## config.mk

```make
export PLATFORM = sky130hd
export DESIGN_NAME = sovf_div6
export DESIGN_NICKNAME = d
export VERILOG_FILES = /design/src/hdl/sovf_pkg.sv /design/src/hdl/sovf_div6.sv
export SDC_FILE = /design/constraint.sdc
export NUM_CORES = 1
export LEC_CHECK = 0
export ABC_AREA = 1
export BUFFER_PORTS_ARGS = -buffer_cell sky130_fd_sc_hd__clkbuf_2
export CAP_MARGIN = 40
export CELL_PAD_IN_SITES_DETAIL_PLACEMENT = 0
export CELL_PAD_IN_SITES_GLOBAL_PLACEMENT = 1
export CORE_ASPECT_RATIO = 0.9
export CORE_MARGIN = 10
export CORE_UTILIZATION = 40
export DETAILED_ROUTE_END_ITERATION = 8
export PLACE_DENSITY = 0.74
export SLEW_MARGIN = 40
export SYNTH_ARGS = -nofsm -noshare
export SYNTH_HDL_FRONTEND = slang
export SYNTH_SLANG_ARGS = --single-unit
```

## constraint.sdc

```tcl
create_clock -name clk -period 3.55 [get_ports clk]
set_input_delay 0.8875 -clock clk [delete_from_list [all_inputs] [get_ports clk]]
set_output_delay 0.8875 -clock clk [all_outputs]
set_load 0.005 [all_outputs]
```

## src/hdl/sovf_pkg.sv

```systemverilog
`timescale 1ns / 1ps

package sovf_pkg;

    // Field and datapath widths.
    localparam int CHAN_W   = 3;
    localparam int SAMPLE_W = 32;
    localparam int STATE_W  = 48;
    localparam int SUM_W    = 50;
    localparam int X_W      = 52;
    localparam int COEF_W   = 32;
    localparam int PART_W   = 26;
    localparam int PROD_W   = 84;
    localparam int CFG_IDX_W  = 3;
    localparam int CFG_DATA_W = 24;

    // Number of microcode steps for one integration step.
    localparam int N_OPS  = 18;
    localparam int STEP_W = 5;

    // Nibbles handled by the divide-by-six unit.
    localparam int DIV_DIGITS = 13;

    localparam logic signed [STATE_W-1:0] MAX48 = 48'sh7FFF_FFFF_FFFF;
    localparam logic signed [STATE_W-1:0] MIN48 = 48'sh8000_0000_0000;

    // Configuration register indexes.
    typedef enum logic [CFG_IDX_W-1:0] {
        REG_NATURAL_FREQ_A = 3'd0,
        REG_DAMPING_A      = 3'd1,
        REG_NATURAL_FREQ_B = 3'd2,
        REG_DAMPING_B      = 3'd3,
        REG_STEP_PERIOD    = 3'd4
    } cfg_index_t;

    typedef struct packed {
        logic [CHAN_W-1:0]          channel;
        logic                       gain_select;
        logic                       restart;
        logic signed [SAMPLE_W-1:0] sample;
    } item_t;

    typedef struct packed {
        logic [CHAN_W-1:0]          out_channel;
        logic signed [SAMPLE_W-1:0] position_estimate;
        logic signed [SAMPLE_W-1:0] velocity_estimate;
    } result_t;

    // One channel's stored state.
    typedef struct packed {
        logic signed [STATE_W-1:0]  position;
        logic signed [STATE_W-1:0]  velocity;
        logic signed [SAMPLE_W-1:0] previous;
    } entry_t;

    typedef enum logic [2:0] {
        ST_IDLE,
        ST_LOAD,
        ST_ISSUE,
        ST_MUL,
        ST_POST,
        ST_DIV,
        ST_WB,
        ST_STORE
    } state_t;

    typedef enum logic [1:0] {
        MP_IDLE,
        MP_LOW,
        MP_HIGH,
        MP_SUM
    } mul_phase_t;

    // Multiplier coefficient selection.
    typedef enum logic [1:0] {
        CF_WN,
        CF_W2,
        CF_C,
        CF_T
    } coef_sel_t;

    // Multiplier operand selection.
    typedef enum logic [3:0] {
        XS_WN,
        XS_ZT,
        XS_U0_P0,
        XS_UM_PP,
        XS_U1_PP,
        XS_KV,
        XS_KA,
        XS_SP,
        XS_SV
    } xsrc_t;

    // Scaling of the raw product.
    typedef enum logic [2:0] {
        SC_RAW,
        SC_GAIN,
        SC_HALF,
        SC_FULL,
        SC_SIXTH
    } scale_t;

    // Where the scaled result is written back.
    typedef enum logic [2:0] {
        DS_W2,
        DS_C,
        DS_A1,
        DS_KA,
        DS_PP,
        DS_KV,
        DS_P0,
        DS_V0
    } dest_t;

    typedef struct packed {
        coef_sel_t coef;
        xsrc_t     xsrc;
        scale_t    scale;
        dest_t     dest;
    } op_t;

    // Microcode: gain products, then the four Runge-Kutta stages, then the update.
    function automatic op_t op_at(input logic [STEP_W-1:0] step);
        op_t op;
        unique case (step)
            5'd0:    op = '{CF_WN, XS_WN,    SC_RAW,   DS_W2};
            5'd1:    op = '{CF_WN, XS_ZT,    SC_RAW,   DS_C};
            5'd2:    op = '{CF_W2, XS_U0_P0, SC_GAIN,  DS_A1};
            5'd3:    op = '{CF_C,  XS_KV,    SC_GAIN,  DS_KA};
            5'd4:    op = '{CF_T,  XS_KV,    SC_HALF,  DS_PP};
            5'd5:    op = '{CF_T,  XS_KA,    SC_HALF,  DS_KV};
            5'd6:    op = '{CF_W2, XS_UM_PP, SC_GAIN,  DS_A1};
            5'd7:    op = '{CF_C,  XS_KV,    SC_GAIN,  DS_KA};
            5'd8:    op = '{CF_T,  XS_KV,    SC_HALF,  DS_PP};
            5'd9:    op = '{CF_T,  XS_KA,    SC_HALF,  DS_KV};
            5'd10:   op = '{CF_W2, XS_UM_PP, SC_GAIN,  DS_A1};
            5'd11:   op = '{CF_C,  XS_KV,    SC_GAIN,  DS_KA};
            5'd12:   op = '{CF_T,  XS_KV,    SC_FULL,  DS_PP};
            5'd13:   op = '{CF_T,  XS_KA,    SC_FULL,  DS_KV};
            5'd14:   op = '{CF_W2, XS_U1_PP, SC_GAIN,  DS_A1};
            5'd15:   op = '{CF_C,  XS_KV,    SC_GAIN,  DS_KA};
            5'd16:   op = '{CF_T,  XS_SP,    SC_SIXTH, DS_P0};
            5'd17:   op = '{CF_T,  XS_SV,    SC_SIXTH, DS_V0};
            default: op = '{CF_WN, XS_WN,    SC_RAW,   DS_W2};
        endcase
        return op;
    endfunction

endpackage

```

## src/hdl/sovf_div6.sv

```systemverilog
`timescale 1ns / 1ps

module sovf_div6 (
    input  logic                      clk,
    input  logic                      rst_n,
    input  logic                      start,
    input  logic [sovf_pkg::X_W-1:0]  dividend,
    output logic                      done,
    output logic [sovf_pkg::X_W-1:0]  quotient
);
    import sovf_pkg::*;

    localparam int CNT_W = $clog2(DIV_DIGITS + 1);

    logic [CNT_W-1:0] count_reg;
    logic             busy_reg;
    logic             done_reg;
    logic [X_W-1:0]   num_reg;
    logic [X_W-1:0]   quot_reg;
    logic [2:0]       rem_reg;
    logic [6:0]       val;
    logic [12:0]      recip;
    logic [3:0]       qdig;
    logic [6:0]       qsix;
    logic [2:0]       rem_next;

    // One nibble per cycle: the partial value stays below 96, where
    // multiplying by 43/256 gives the exact quotient by six.
    assign val      = {rem_reg, num_reg[X_W-1 -: 4]};
    assign recip    = 13'(val) * 13'd43;
    assign qdig     = recip[11:8];
    assign qsix     = 7'(qdig) * 7'd6;
    assign rem_next = 3'(val - qsix);

    always_ff @(posedge clk or negedge rst_n)
    begin
        if (!rst_n)
        begin
            busy_reg  <= 1'b0;
            done_reg  <= 1'b0;
            count_reg <= '0;
        end
        else
        begin
            done_reg <= 1'b0;
            if (start)
            begin
                busy_reg  <= 1'b1;
                count_reg <= CNT_W'(DIV_DIGITS);
            end
            else if (busy_reg)
            begin
                count_reg <= count_reg - 1'b1;
                if (count_reg == CNT_W'(1))
                begin
                    busy_reg <= 1'b0;
                    done_reg <= 1'b1;
                end
            end
        end
    end

    always_ff @(posedge clk)
    begin
        if (start)
        begin
            num_reg  <= dividend;
            quot_reg <= '0;
            rem_reg  <= '0;
        end
        else if (busy_reg)
        begin
            num_reg  <= num_reg << 4;
            quot_reg <= {quot_reg[X_W-5:0], qdig};
            rem_reg  <= rem_next;
        end
    end

    assign done     = done_reg;
    assign quotient = quot_reg;

endmodule

```

==> qor.csv <==
stage;metric;value;unit
place;HPWL after detailed placement;8470;um
layout;# nets final;739;
routing;TritonRoute pass-1 iters;4;
clock_tree;Reg clk slew, reported paths;60;ps
power_and_ir_drop;part of the power in registers;34.6;%
critical_path;Crit Path Class;reg -> reg;
global_routing;vias in the first global route;3937;
outcome;run status;finished, final reports clean;
routing;vias post-DR;3828;
timing;skew final;6.599;ps
logic_synthesis;most frequent cell after synthesis;nand2_1;
timing;final hold violations;0;
logic_synthesis;Mapped Cells;535;
global_routing;largest net degree at the start of global routing;58;
floorplan;Rows;38;
hold_path;Hold Path Class;in -> async;
critical_path;WP data required;3860;ps
place;dpl cells;785;
logic_synthesis;mux share of post-synthesis cell area;0;%
power_and_ir_drop;leak pwr;3.065;nW
clock_tree;Max clock buf depth;2;
power_and_ir_drop;cell internal pwr;0.003108;W
logic_synthesis;Synth top area share;31.20;%
floorplan;IO Pins;108;
logic_synthesis;fraction of registers with async set/reset;5.310;%
global_routing;GRT Overall Usage;13.47;%
place;GPL Wtd Cong;0.8255;
timing;endpoints failing setup;0;
routing;final WL;11530;um
routing;wire per inst;14.03;um
floorplan;initial core utilization;41.12;%
logic_synthesis;ys flop type;dfxtp_1;
floorplan;Die H;126.1;um
power_and_ir_drop;Sw Pwr;0.001317;W
timing;Final min period;3390;ps
logic_synthesis;FF+latch count, synth;113;
global_routing;initial antenna violation count;1;
logic_synthesis;synth cell count leaders;nand2_1, inv_1, dfxtp_1;
timing;Tcrit/Tclk final;95.48;%
logic_synthesis;Avg Inst Size Synth;9.355;sq um
clock_tree;H-tree levels;4;
power_and_ir_drop;switching part of the total;29.76;%
logic_synthesis;Distinct cells, synth;28;
global_routing;global-route wire length before repair;18520;um
timing;Fmax;295.0;MHz
global_routing;total gr overflow;0;
logic_synthesis;Ys Warns;0;
logic_synthesis;leading area contributor after synthesis;edfxtp_1;
floorplan;Die ar.;0.01739;sq mm
logic_synthesis;Synth Net Count;626;
layout;share of cells above drive strength 1;25.26;%
logic_synthesis;main combinational cell family by area after synthesis;simple AND/OR/NAND/NOR gates;
timing;Worst-Margin Slew;673.3;ps
critical_path;crit end category;flip-flop;
job;Max Cap Viol;0;
routing;DR iter-0 viols;223;
clock_tree;CTS buffer count;17;
timing;Setup TNS;0;ps
critical_path;Arrival @ worst endpoint;3700;ps
power_and_ir_drop;Clock Power Share;39.8;%
clock_tree;CTS tree;yes;
power_and_ir_drop;PD cells;693.3;mW/mm^2
logic_synthesis;Synth Cell Area;0.005005;sq mm
power_and_ir_drop;Combinational Power Share;25.6;%
power_and_ir_drop;largest vdd supply drop;0.3623;mV
critical_path;R2R cell count;17;
layout;final cell count without fillers;822;
logic_synthesis;Post-synth EDFFs;52;
critical_path;CP Max Fanout;5;
timing;fin. max-slew vios;0;
layout;count of filler cells inserted in the layout;1193;
floorplan;core area;0.01217;sq mm
logic_synthesis;cell types occupying the most area after synthesis;edfxtp_1, dfxtp_1, nand2_1;
floorplan;Die X;137.9;um
clock_tree;worst skew pair latency;410;ps
clock_tree;Root Driver;clkbuf_16;
clock_tree;CTS Sinks;113;
logic_synthesis;area share of and/or/nand/nor cells after synthesis;17.05;%
routing;Vias/cell;4.657;
layout;Synth-to-Final Area Change;27.52;%
timing;Slew HR;55.06;%
logic_synthesis;post-synthesis adder-cell area fraction;9.900;%
place;IO buf count;107;
logic_synthesis;compound-gate portion of the synthesized area;8.075;%
layout;final core utilization;52.44;%
logic_synthesis;xor-xnor portion of the synthesized cell area;0.5250;%
routing;DRC;0;
critical_path;Startpoint Class;flip-flop;
logic_synthesis;register area share after synthesis;56.20;%
power_and_ir_drop;PnR Total Power;0.004425;W
routing;antenna viol nets, final;0;
through the flow:
| step | instance area, sq um | hold WS [ps] | worst slack (ps) |
|---|---|---|---|
| 6_report | 6382 | 288.5 | 160.4 |
| 5_1_grt | 6380 | 286.6 | -22.16 |
| 4_1_cts | 6304 | 274.7 | 36.05 |
| 3_5_place_dp | 5679 | 455.8 | 41.77 |
| 3_3_place_gp | 5679 | 441.1 | 161.3 |
| 2_1_floorplan | 5005 | 451.7 | 293.6 |
power by group through the flow:
stage / logic, W / registers, W / clock network [W]
final: 0.00113 / 0.00153 / 0.00176
after global routing: 0.00130 / 0.00155 / 0.00185
after CTS: 0.00104 / 0.00154 / 0.00179
after detailed placement: 0.00103 / 0.00156 / 0
after global placement: 0.00100 / 0.00156 / 0
after floorplan: 0.000765 / 0.00155 / 0
routing by layer:
| layer | vias to the layer above | track usage, % | part of all wire (%) |
|---|---|---|---|
| met3 | 17 | 5.843 | 8.1 |
| met4 | 0 | 6.009 | 1.8 |
| met1 | 1730 | 16.01 | 44 |
| met2 | 107 | 20.63 | 46 |
| li1 | 1974 | - | - |
| met5 | - | 0 | 0 |
what timing repair did:
item / in CTS / in global routing
gates resized for setup: 0 / 6
hold buffers: 0 / 0
endpoints found under the setup margin: 0 / 1
setup buffers: 0 / 4
area by class of cell:
cell class                      count  area [sq um]  share of cell area [%]
Clock buffer                       21         504.2                   7.900
Multi-Input combinational cell    319          1823                   28.56
Inverter                           82         311.5                   4.881
Tap cell                          160         200.2                   3.137
Timing Repair Buffer              115         608.1                   9.528
Antenna cell                        1         2.502                 0.03921
Sequential cell                   113          2813                   44.07
Clock inverter                     11         120.1                   1.882
cells by family after synthesis:
logic type	Yosys count
simple gates	212
flops	113
buf+inv	103
compound gates	68
fa+ha+maj	36
xor+xnor	3
layout by cell type (no fill, tap or decap), types with 2 or more instances in the layout:
master       n
nand2_1    183
o22ai_1     46
dfrtp_1      6
a21oi_1      6
dfxtp_1     55
nand3_1      9
ha_4         2
fa_1         6
nor2_4       2
ha_1        27
buf_4        7
nor2_2       3
clkbuf_2   107
o21ai_0      6
clkbuf_16   20
clkinv_2     6
inv_4        3
nand2_2      6
clkinv_4     3
nor2_1       5
o21ai_1      7
inv_1       78
edfxtp_1    52
bufinv_16    2
path summary, 6_finish.rpt:
check	slack, ps	startpoint	end
setup / recovery	160	num_reg[50]	rem_reg[2]
hold / removal	290	rst_n	count_reg[1]
setup reg to reg	160	num_reg[50]	rem_reg[2]
hold reg to reg	460	quotient[49]	quotient[49]
max in group asynchronous	3110	rst_n	count_reg[2]
min in group clk	460	quotient[49]	quotient[49]
worst max-delay path, cell delays in order (launching register included):
cell and delay [ps]:
edfxtp_1 470, ha_1 360, fa_1 530, fa_1 450, ha_4 310, nand2_1 70, nor2_1 110, nand2_1 100
nand3_2 80, nand2_1 60, nand2_2 110, inv_2 50, ha_2 180, xor2_2 150, inv_1 50, nand3_1 70
nand3_1 80, nand2_1 50
No activity file was read; power rests on OpenSTA's default activity.
