===== src/hdl/sovf_pkg.sv =====
`timescale 1ns / 1ps

package sovf_pkg;

    // Field and datapath widths.
    localparam int CHAN_W   = 3;
    localparam int SAMPLE_W = 32;
    localparam int STATE_W  = 48;
    localparam int SUM_W    = 50;
    localparam int X_W      = 52;
    localparam int COEF_W   = 32;
    localparam int PART_W   = 26;
    localparam int PROD_W   = 84;
    localparam int CFG_IDX_W  = 3;
    localparam int CFG_DATA_W = 24;

    // Number of microcode steps for one integration step.
    localparam int N_OPS  = 18;
    localparam int STEP_W = 5;

    // Nibbles handled by the divide-by-six unit.
    localparam int DIV_DIGITS = 13;

    localparam logic signed [STATE_W-1:0] MAX48 = 48'sh7FFF_FFFF_FFFF;
    localparam logic signed [STATE_W-1:0] MIN48 = 48'sh8000_0000_0000;

    // Configuration register indexes.
    typedef enum logic [CFG_IDX_W-1:0] {
        REG_NATURAL_FREQ_A = 3'd0,
        REG_DAMPING_A      = 3'd1,
        REG_NATURAL_FREQ_B = 3'd2,
        REG_DAMPING_B      = 3'd3,
        REG_STEP_PERIOD    = 3'd4
    } cfg_index_t;

    typedef struct packed {
        logic [CHAN_W-1:0]          channel;
        logic                       gain_select;
        logic                       restart;
        logic signed [SAMPLE_W-1:0] sample;
    } item_t;

    typedef struct packed {
        logic [CHAN_W-1:0]          out_channel;
        logic signed [SAMPLE_W-1:0] position_estimate;
        logic signed [SAMPLE_W-1:0] velocity_estimate;
    } result_t;

    // One channel's stored state.
    typedef struct packed {
        logic signed [STATE_W-1:0]  position;
        logic signed [STATE_W-1:0]  velocity;
        logic signed [SAMPLE_W-1:0] previous;
    } entry_t;

    typedef enum logic [2:0] {
        ST_IDLE,
        ST_LOAD,
        ST_ISSUE,
        ST_MUL,
        ST_POST,
        ST_DIV,
        ST_WB,
        ST_STORE
    } state_t;

    typedef enum logic [1:0] {
        MP_IDLE,
        MP_LOW,
        MP_HIGH,
        MP_SUM
    } mul_phase_t;

    // Multiplier coefficient selection.
    typedef enum logic [1:0] {
        CF_WN,
        CF_W2,
        CF_C,
        CF_T
    } coef_sel_t;

    // Multiplier operand selection.
    typedef enum logic [3:0] {
        XS_WN,
        XS_ZT,
        XS_U0_P0,
        XS_UM_PP,
        XS_U1_PP,
        XS_KV,
        XS_KA,
        XS_SP,
        XS_SV
    } xsrc_t;

    // Scaling of the raw product.
    typedef enum logic [2:0] {
        SC_RAW,
        SC_GAIN,
        SC_HALF,
        SC_FULL,
        SC_SIXTH
    } scale_t;

    // Where the scaled result is written back.
    typedef enum logic [2:0] {
        DS_W2,
        DS_C,
        DS_A1,
        DS_KA,
        DS_PP,
        DS_KV,
        DS_P0,
        DS_V0
    } dest_t;

    typedef struct packed {
        coef_sel_t coef;
        xsrc_t     xsrc;
        scale_t    scale;
        dest_t     dest;
    } op_t;

    // Microcode: gain products, then the four Runge-Kutta stages, then the update.
    function automatic op_t op_at(input logic [STEP_W-1:0] step);
        op_t op;
        unique case (step)
            5'd0:    op = '{CF_WN, XS_WN,    SC_RAW,   DS_W2};
            5'd1:    op = '{CF_WN, XS_ZT,    SC_RAW,   DS_C};
            5'd2:    op = '{CF_W2, XS_U0_P0, SC_GAIN,  DS_A1};
            5'd3:    op = '{CF_C,  XS_KV,    SC_GAIN,  DS_KA};
            5'd4:    op = '{CF_T,  XS_KV,    SC_HALF,  DS_PP};
            5'd5:    op = '{CF_T,  XS_KA,    SC_HALF,  DS_KV};
            5'd6:    op = '{CF_W2, XS_UM_PP, SC_GAIN,  DS_A1};
            5'd7:    op = '{CF_C,  XS_KV,    SC_GAIN,  DS_KA};
            5'd8:    op = '{CF_T,  XS_KV,    SC_HALF,  DS_PP};
            5'd9:    op = '{CF_T,  XS_KA,    SC_HALF,  DS_KV};
            5'd10:   op = '{CF_W2, XS_UM_PP, SC_GAIN,  DS_A1};
            5'd11:   op = '{CF_C,  XS_KV,    SC_GAIN,  DS_KA};
            5'd12:   op = '{CF_T,  XS_KV,    SC_FULL,  DS_PP};
            5'd13:   op = '{CF_T,  XS_KA,    SC_FULL,  DS_KV};
            5'd14:   op = '{CF_W2, XS_U1_PP, SC_GAIN,  DS_A1};
            5'd15:   op = '{CF_C,  XS_KV,    SC_GAIN,  DS_KA};
            5'd16:   op = '{CF_T,  XS_SP,    SC_SIXTH, DS_P0};
            5'd17:   op = '{CF_T,  XS_SV,    SC_SIXTH, DS_V0};
            default: op = '{CF_WN, XS_WN,    SC_RAW,   DS_W2};
        endcase
        return op;
    endfunction

endpackage


===== src/hdl/sovf_mul.sv =====
`timescale 1ns / 1ps

module sovf_mul (
    input  logic                           clk,
    input  logic                           rst_n,
    input  logic                           start,
    input  logic [sovf_pkg::COEF_W-1:0]    coef,
    input  logic [sovf_pkg::X_W-1:0]       mag,
    output logic                           done,
    output logic [sovf_pkg::PROD_W-1:0]    product
);
    import sovf_pkg::*;

    localparam int PP_W = COEF_W + PART_W;

    mul_phase_t           phase_reg;
    mul_phase_t           phase_next;
    logic                 done_reg;
    logic [COEF_W-1:0]    coef_reg;
    logic [X_W-1:0]       mag_reg;
    logic [PP_W-1:0]      lo_reg;
    logic [PP_W-1:0]      hi_reg;
    logic [PROD_W-1:0]    product_reg;
    logic [PART_W-1:0]    operand;
    logic [PP_W-1:0]      partial;

    // The single multiplier takes the low half, then the high half.
    assign operand = (phase_reg == MP_LOW) ? mag_reg[PART_W-1:0] : mag_reg[X_W-1:PART_W];
    assign partial = PP_W'(coef_reg) * PP_W'(operand);

    always_comb
    begin
        unique case (phase_reg)
            MP_IDLE: phase_next = start ? MP_LOW : MP_IDLE;
            MP_LOW:  phase_next = MP_HIGH;
            MP_HIGH: phase_next = MP_SUM;
            MP_SUM:  phase_next = MP_IDLE;
        endcase
    end

    always_ff @(posedge clk or negedge rst_n)
    begin
        if (!rst_n)
        begin
            phase_reg <= MP_IDLE;
            done_reg  <= 1'b0;
        end
        else
        begin
            phase_reg <= phase_next;
            done_reg  <= (phase_reg == MP_SUM);
        end
    end

    // Operand capture and partial products.
    always_ff @(posedge clk)
    begin
        if (phase_reg == MP_IDLE && start)
        begin
            coef_reg <= coef;
            mag_reg  <= mag;
        end
        if (phase_reg == MP_LOW)
        begin
            lo_reg <= partial;
        end
        if (phase_reg == MP_HIGH)
        begin
            hi_reg <= partial;
        end
        if (phase_reg == MP_SUM)
        begin
            product_reg <= (PROD_W'(hi_reg) << PART_W) + PROD_W'(lo_reg);
        end
    end

    assign done    = done_reg;
    assign product = product_reg;

endmodule


===== config.mk =====
export PLATFORM = sky130hd
export DESIGN_NAME = sovf_mul
export DESIGN_NICKNAME = d
export VERILOG_FILES = /design/src/hdl/sovf_pkg.sv /design/src/hdl/sovf_mul.sv
export SDC_FILE = /design/constraint.sdc
export NUM_CORES = 2
export LEC_CHECK = 0
export BUFFER_PORTS_ARGS = -buffer_cell sky130_fd_sc_hd__clkbuf_2
export CAP_MARGIN = 20
export CORE_MARGIN = 2
export CORE_UTILIZATION = 55
export DETAILED_ROUTE_END_ITERATION = 8
export GPL_TIMING_DRIVEN = 0
export MAX_ROUTING_LAYER = met4
export PLACE_DENSITY = 0.76
export SLEW_MARGIN = 20
export SYNTH_ARGS = -nofsm -noshare
export SYNTH_HDL_FRONTEND = slang
export SYNTH_SLANG_ARGS = --single-unit

===== constraint.sdc =====
create_clock -name clk -period 14.6 [get_ports clk]
set_input_delay 0.73 -clock clk [delete_from_list [all_inputs] [get_ports clk]]
set_output_delay 0.73 -clock clk [all_outputs]
set_load 0.005 [all_outputs]

==> impl_metrics.py <==
metrics = {
    "grt": {
        "globalRoute.totalOverflow": 0,
        "grt_max_degree": 61,
        "grt_pass1_vias": 28700,
        "groute.usage.overall": 0.354,
        "grt_antenna_before_repair": 0,
        "grt_pass1_wl_mm": 177,
    },
    "route": {
        "drc": 0,
        "drt-total-wl_mm": 119,
        "dr_total_vias": 27700,
        "avgViaCountPerCell": 5.62,
        "detailedRoute.firstIterationViolations": 2550,
        "antenna_left": 0,
        "routedWlPerCell_microns": 24.2,
        "dr.pass1.iters": 5,
    },
    "placed_design": {
        "post-dp-hpwl_mm": 96.5,
        "gpl.final_weighted_congestion": 1.08,
        "dpl-instance-area_sq_um": 40500,
        "numPortBuffers": 171,
    },
    "floorplanning": {
        "die-area_sq_um": 71800,
        "core-area_sq_um": 68800,
        "rows": 96,
        "design.portCount": 172,
        "start_util": 0.557,
        "floorplan.die.height_microns": 268,
        "chipWidth_microns": 268,
    },
    "yosys": {
        "async_reset_ff_frac": 0.0105,
        "yosysWarningCount": 0,
        "synthesized_netlist_net_count": 4789,
        "number_of_standard_cells_after_synthesis": 3749,
        "syn_avg_cell_area_sq_um": 10.2,
        "cell_type_contributing_the_most_total_cell_area_after_synthesis": "sky130_fd_sc_hd__fa_1",
        "synth-seq-area-share": 0.224,
        "netlist-cell-type-count": 68,
        "synth-edff-count": 284,
        "post_synth_main_area_contributors": "sky130_fd_sc_hd__fa_1 (38%), sky130_fd_sc_hd__edfxtp_1 (22%), sky130_fd_sc_hd__inv_1 (7.8%)",
        "synth.cell_area_sq_um": 38300,
        "synthDominantCellAreaShare": 0.376,
        "ys_seq_elements": 287,
        "ys.flop_type": "sky130_fd_sc_hd__edfxtp_1",
    },
    "sta": {
        "fmax_ghz": 0.0849,
        "worst_hold_slack_ps": 312,
        "min_period_ps": 11780,
        "setup_total_negative_slack_ps": 0,
        "rsz0062_at_grt": "no",
        "report.final.hold_viol_count": 0,
        "worstMarginPinSlew_ps": 1200,
        "slew-limit-headroom": 0.200,
        "fin_worst_skew_ps": 34.4,
        "setup_viol_count_final": 0,
        "timing_max_transition_violations_final": 0,
        "layout_worst_path_cycle_share": 0.807,
    },
    "layout": {
        "largest_register_ffs": 84,
        "layout_stage_area_growth_over_the_synthesis_result_pct": 8.85,
        "design.final.nets": 5001,
        "combined_area_of_the_multi_input_logic_cells_sq_um": 26100,
        "final_core_utilization": 0.606,
        "fillers": 5791,
        "final-seq-area_sq_um": 8600,
        "drive_above_1_share": 0.0720,
        "layout.cell_area.non_filler_sq_um": 41700,
    },
    "setup_path": {
        "worstSetupPathType": "register to register",
        "end_kind": "register",
        "reg2reg_from": "phase_reg[1]",
        "crit_top_cell": "sky130_fd_sc_hd__fa_1",
        "critical_path_peak_fanout": 53,
        "cp_data_required_time_ps": 14960,
        "rr_worst_depth": 28,
        "cp_data_arrival_time_ps": 12140,
        "critical_path_launch_point_type": "register",
        "cpPeakStageDelay_ps": 970,
        "worst_r2r_endpoint": "hi_reg[47]",
        "worst_path_max_delay_cell": "sky130_fd_sc_hd__mux2i_1",
        "regToRegSetupSlack_ps": 2820,
    },
    "min_path": {
        "worst_min_delay_path_startpoint": "mag[44]",
        "hold_removal_path_class": "input pin to register",
        "whs_endpoint": "mag_reg[44]",
        "timing.hold.worst_path_depth": 1,
    },
    "outcome": {
        "status": "finished, final reports clean",
    },
    "clock_network": {
        "cts_root_buffer": "sky130_fd_sc_hd__clkbuf_16",
        "clkLatencyLatePin_ps": 590,
        "cts_inserted_buffers": 34,
        "cts_resized": 0,
        "clock_tree_from_tritoncts": "yes",
        "cts.sinks": 287,
        "cts_htree_levels": 2,
        "clkSlewWorstSetupHoldPaths_ps": 60,
        "clock_path_buffers": 3,
    },
    "run": {
        "max-cap-violations": 0,
    },
}
[placed cells by master (no fill, tap or decap), types with 9 or more instances in the layout]
| cell | instances |
|---|---|
| sky130_fd_sc_hd__a21o_1 | 37 |
| sky130_fd_sc_hd__nor2_1 | 60 |
| sky130_fd_sc_hd__xor2_1 | 20 |
| sky130_fd_sc_hd__o21a_1 | 13 |
| sky130_fd_sc_hd__xnor2_1 | 85 |
| sky130_fd_sc_hd__a31oi_1 | 12 |
| sky130_fd_sc_hd__o21ai_0 | 55 |
| sky130_fd_sc_hd__and2_1 | 363 |
| sky130_fd_sc_hd__fa_1 | 719 |
| sky130_fd_sc_hd__clkbuf_16 | 34 |
| sky130_fd_sc_hd__o21bai_1 | 13 |
| sky130_fd_sc_hd__nand4_1 | 26 |
| sky130_fd_sc_hd__clkbuf_1 | 165 |
| sky130_fd_sc_hd__ha_1 | 231 |
| sky130_fd_sc_hd__a21oi_1 | 101 |
| sky130_fd_sc_hd__mux2_2 | 24 |
| sky130_fd_sc_hd__clkbuf_2 | 172 |
| sky130_fd_sc_hd__inv_1 | 799 |
| sky130_fd_sc_hd__nor3_1 | 14 |
| sky130_fd_sc_hd__a211oi_1 | 9 |
| sky130_fd_sc_hd__edfxtp_1 | 284 |
| sky130_fd_sc_hd__nand3_1 | 19 |
| sky130_fd_sc_hd__and3_1 | 17 |
| sky130_fd_sc_hd__nor2b_1 | 96 |
| sky130_fd_sc_hd__nand2_1 | 468 |
| sky130_fd_sc_hd__o211ai_1 | 16 |
[final cells by class]
| cell class | instances | area share |
|---|---|---|
| antenna | 4 | 0.000240 |
| clock inverter | 23 | 0.00789 |
| timing repair buffer | 176 | 0.0234 |
| buffer | 175 | 0.0163 |
| multi-input combinational | 2488 | 0.625 |
| tap | 931 | 0.0279 |
| clock buffer | 38 | 0.0208 |
| inverter | 799 | 0.0719 |
| sequential | 287 | 0.206 |
[repair_timing]
action / CTS / global route
hold buffers: 1 / 0
buffers inserted: 0 / 0
endpoints found under the hold margin: 3 / 0
[cell usage after synthesis, types with 17 or more instances]
library cell and n:
sky130_fd_sc_hd__o21ai_0 55, sky130_fd_sc_hd__xor2_1 20, sky130_fd_sc_hd__edfxtp_1 284, sky130_fd_sc_hd__mux2_2 24
sky130_fd_sc_hd__inv_1 799, sky130_fd_sc_hd__nor2b_1 96, sky130_fd_sc_hd__fa_1 719, sky130_fd_sc_hd__a21o_1 37
sky130_fd_sc_hd__and2_1 364, sky130_fd_sc_hd__a21oi_1 101, sky130_fd_sc_hd__clkbuf_1 162, sky130_fd_sc_hd__nand4_1 26
sky130_fd_sc_hd__nor2_1 60, sky130_fd_sc_hd__nand2_1 468, sky130_fd_sc_hd__and3_1 17, sky130_fd_sc_hd__xnor2_1 85
sky130_fd_sc_hd__ha_1 234, sky130_fd_sc_hd__nand3_1 19
[routing by layer]
metal	vias to the layer above	global-route usage	share of wire
li1	11900	-	-
met2	1490	0.527	0.44
met3	398	0.0960	0.11
met4	0	0.201	0.073
met5	-	-	0
met1	13900	0.438	0.37
[how the worst max path moves through the flow]
stage                       from    endpoint  slack, ps  cells after the start
floorplan           phase_reg[1]  hi_reg[53]       5170                     28
global placement    phase_reg[1]  hi_reg[47]       1350                     28
detailed placement  phase_reg[1]  hi_reg[47]       3060                     29
CTS                 phase_reg[1]  hi_reg[47]       3060                     29
global route        phase_reg[1]  hi_reg[47]       2510                     28
finish              phase_reg[1]  hi_reg[47]       2820                     28
[per-stage QoR]
step | std cells | setup WS [ps]
after floorplan | 3749 | 5170
after global placement | 4851 | 1350
after detailed placement | 4855 | 3060
after CTS | 4917 | 3060
after global routing | 4917 | 2510
final | 4921 | 2820
[cell families after synthesis]
kind of cell	count (synthesis)	share of synthesized area
simple gates	1096	0.144
buf+inv	974	0.0959
fa+ha+maj	953	0.452
compound gates	307	0.0515
flops	287	0.224
xor+xnor	105	0.0240
mux	27	0.00783
[critical path, delay by kind of cell, from the launching register on]
| family | cells | cell delay [ps] |
|---|---|---|
| adders and majority gates | 9 | 4410 |
| buffers and inverters | 9 | 3070 |
| AOI/OAI and AO/OA | 5 | 1320 |
| muxes | 1 | 970 |
| and+or+nand+nor | 3 | 920 |
| DFF | 1 | 450 |
| xor gates and xnor gates | 1 | 320 |
Power is not shown: default switching activity piles up to over one toggle a cycle in this logic, so the estimate is an artifact.
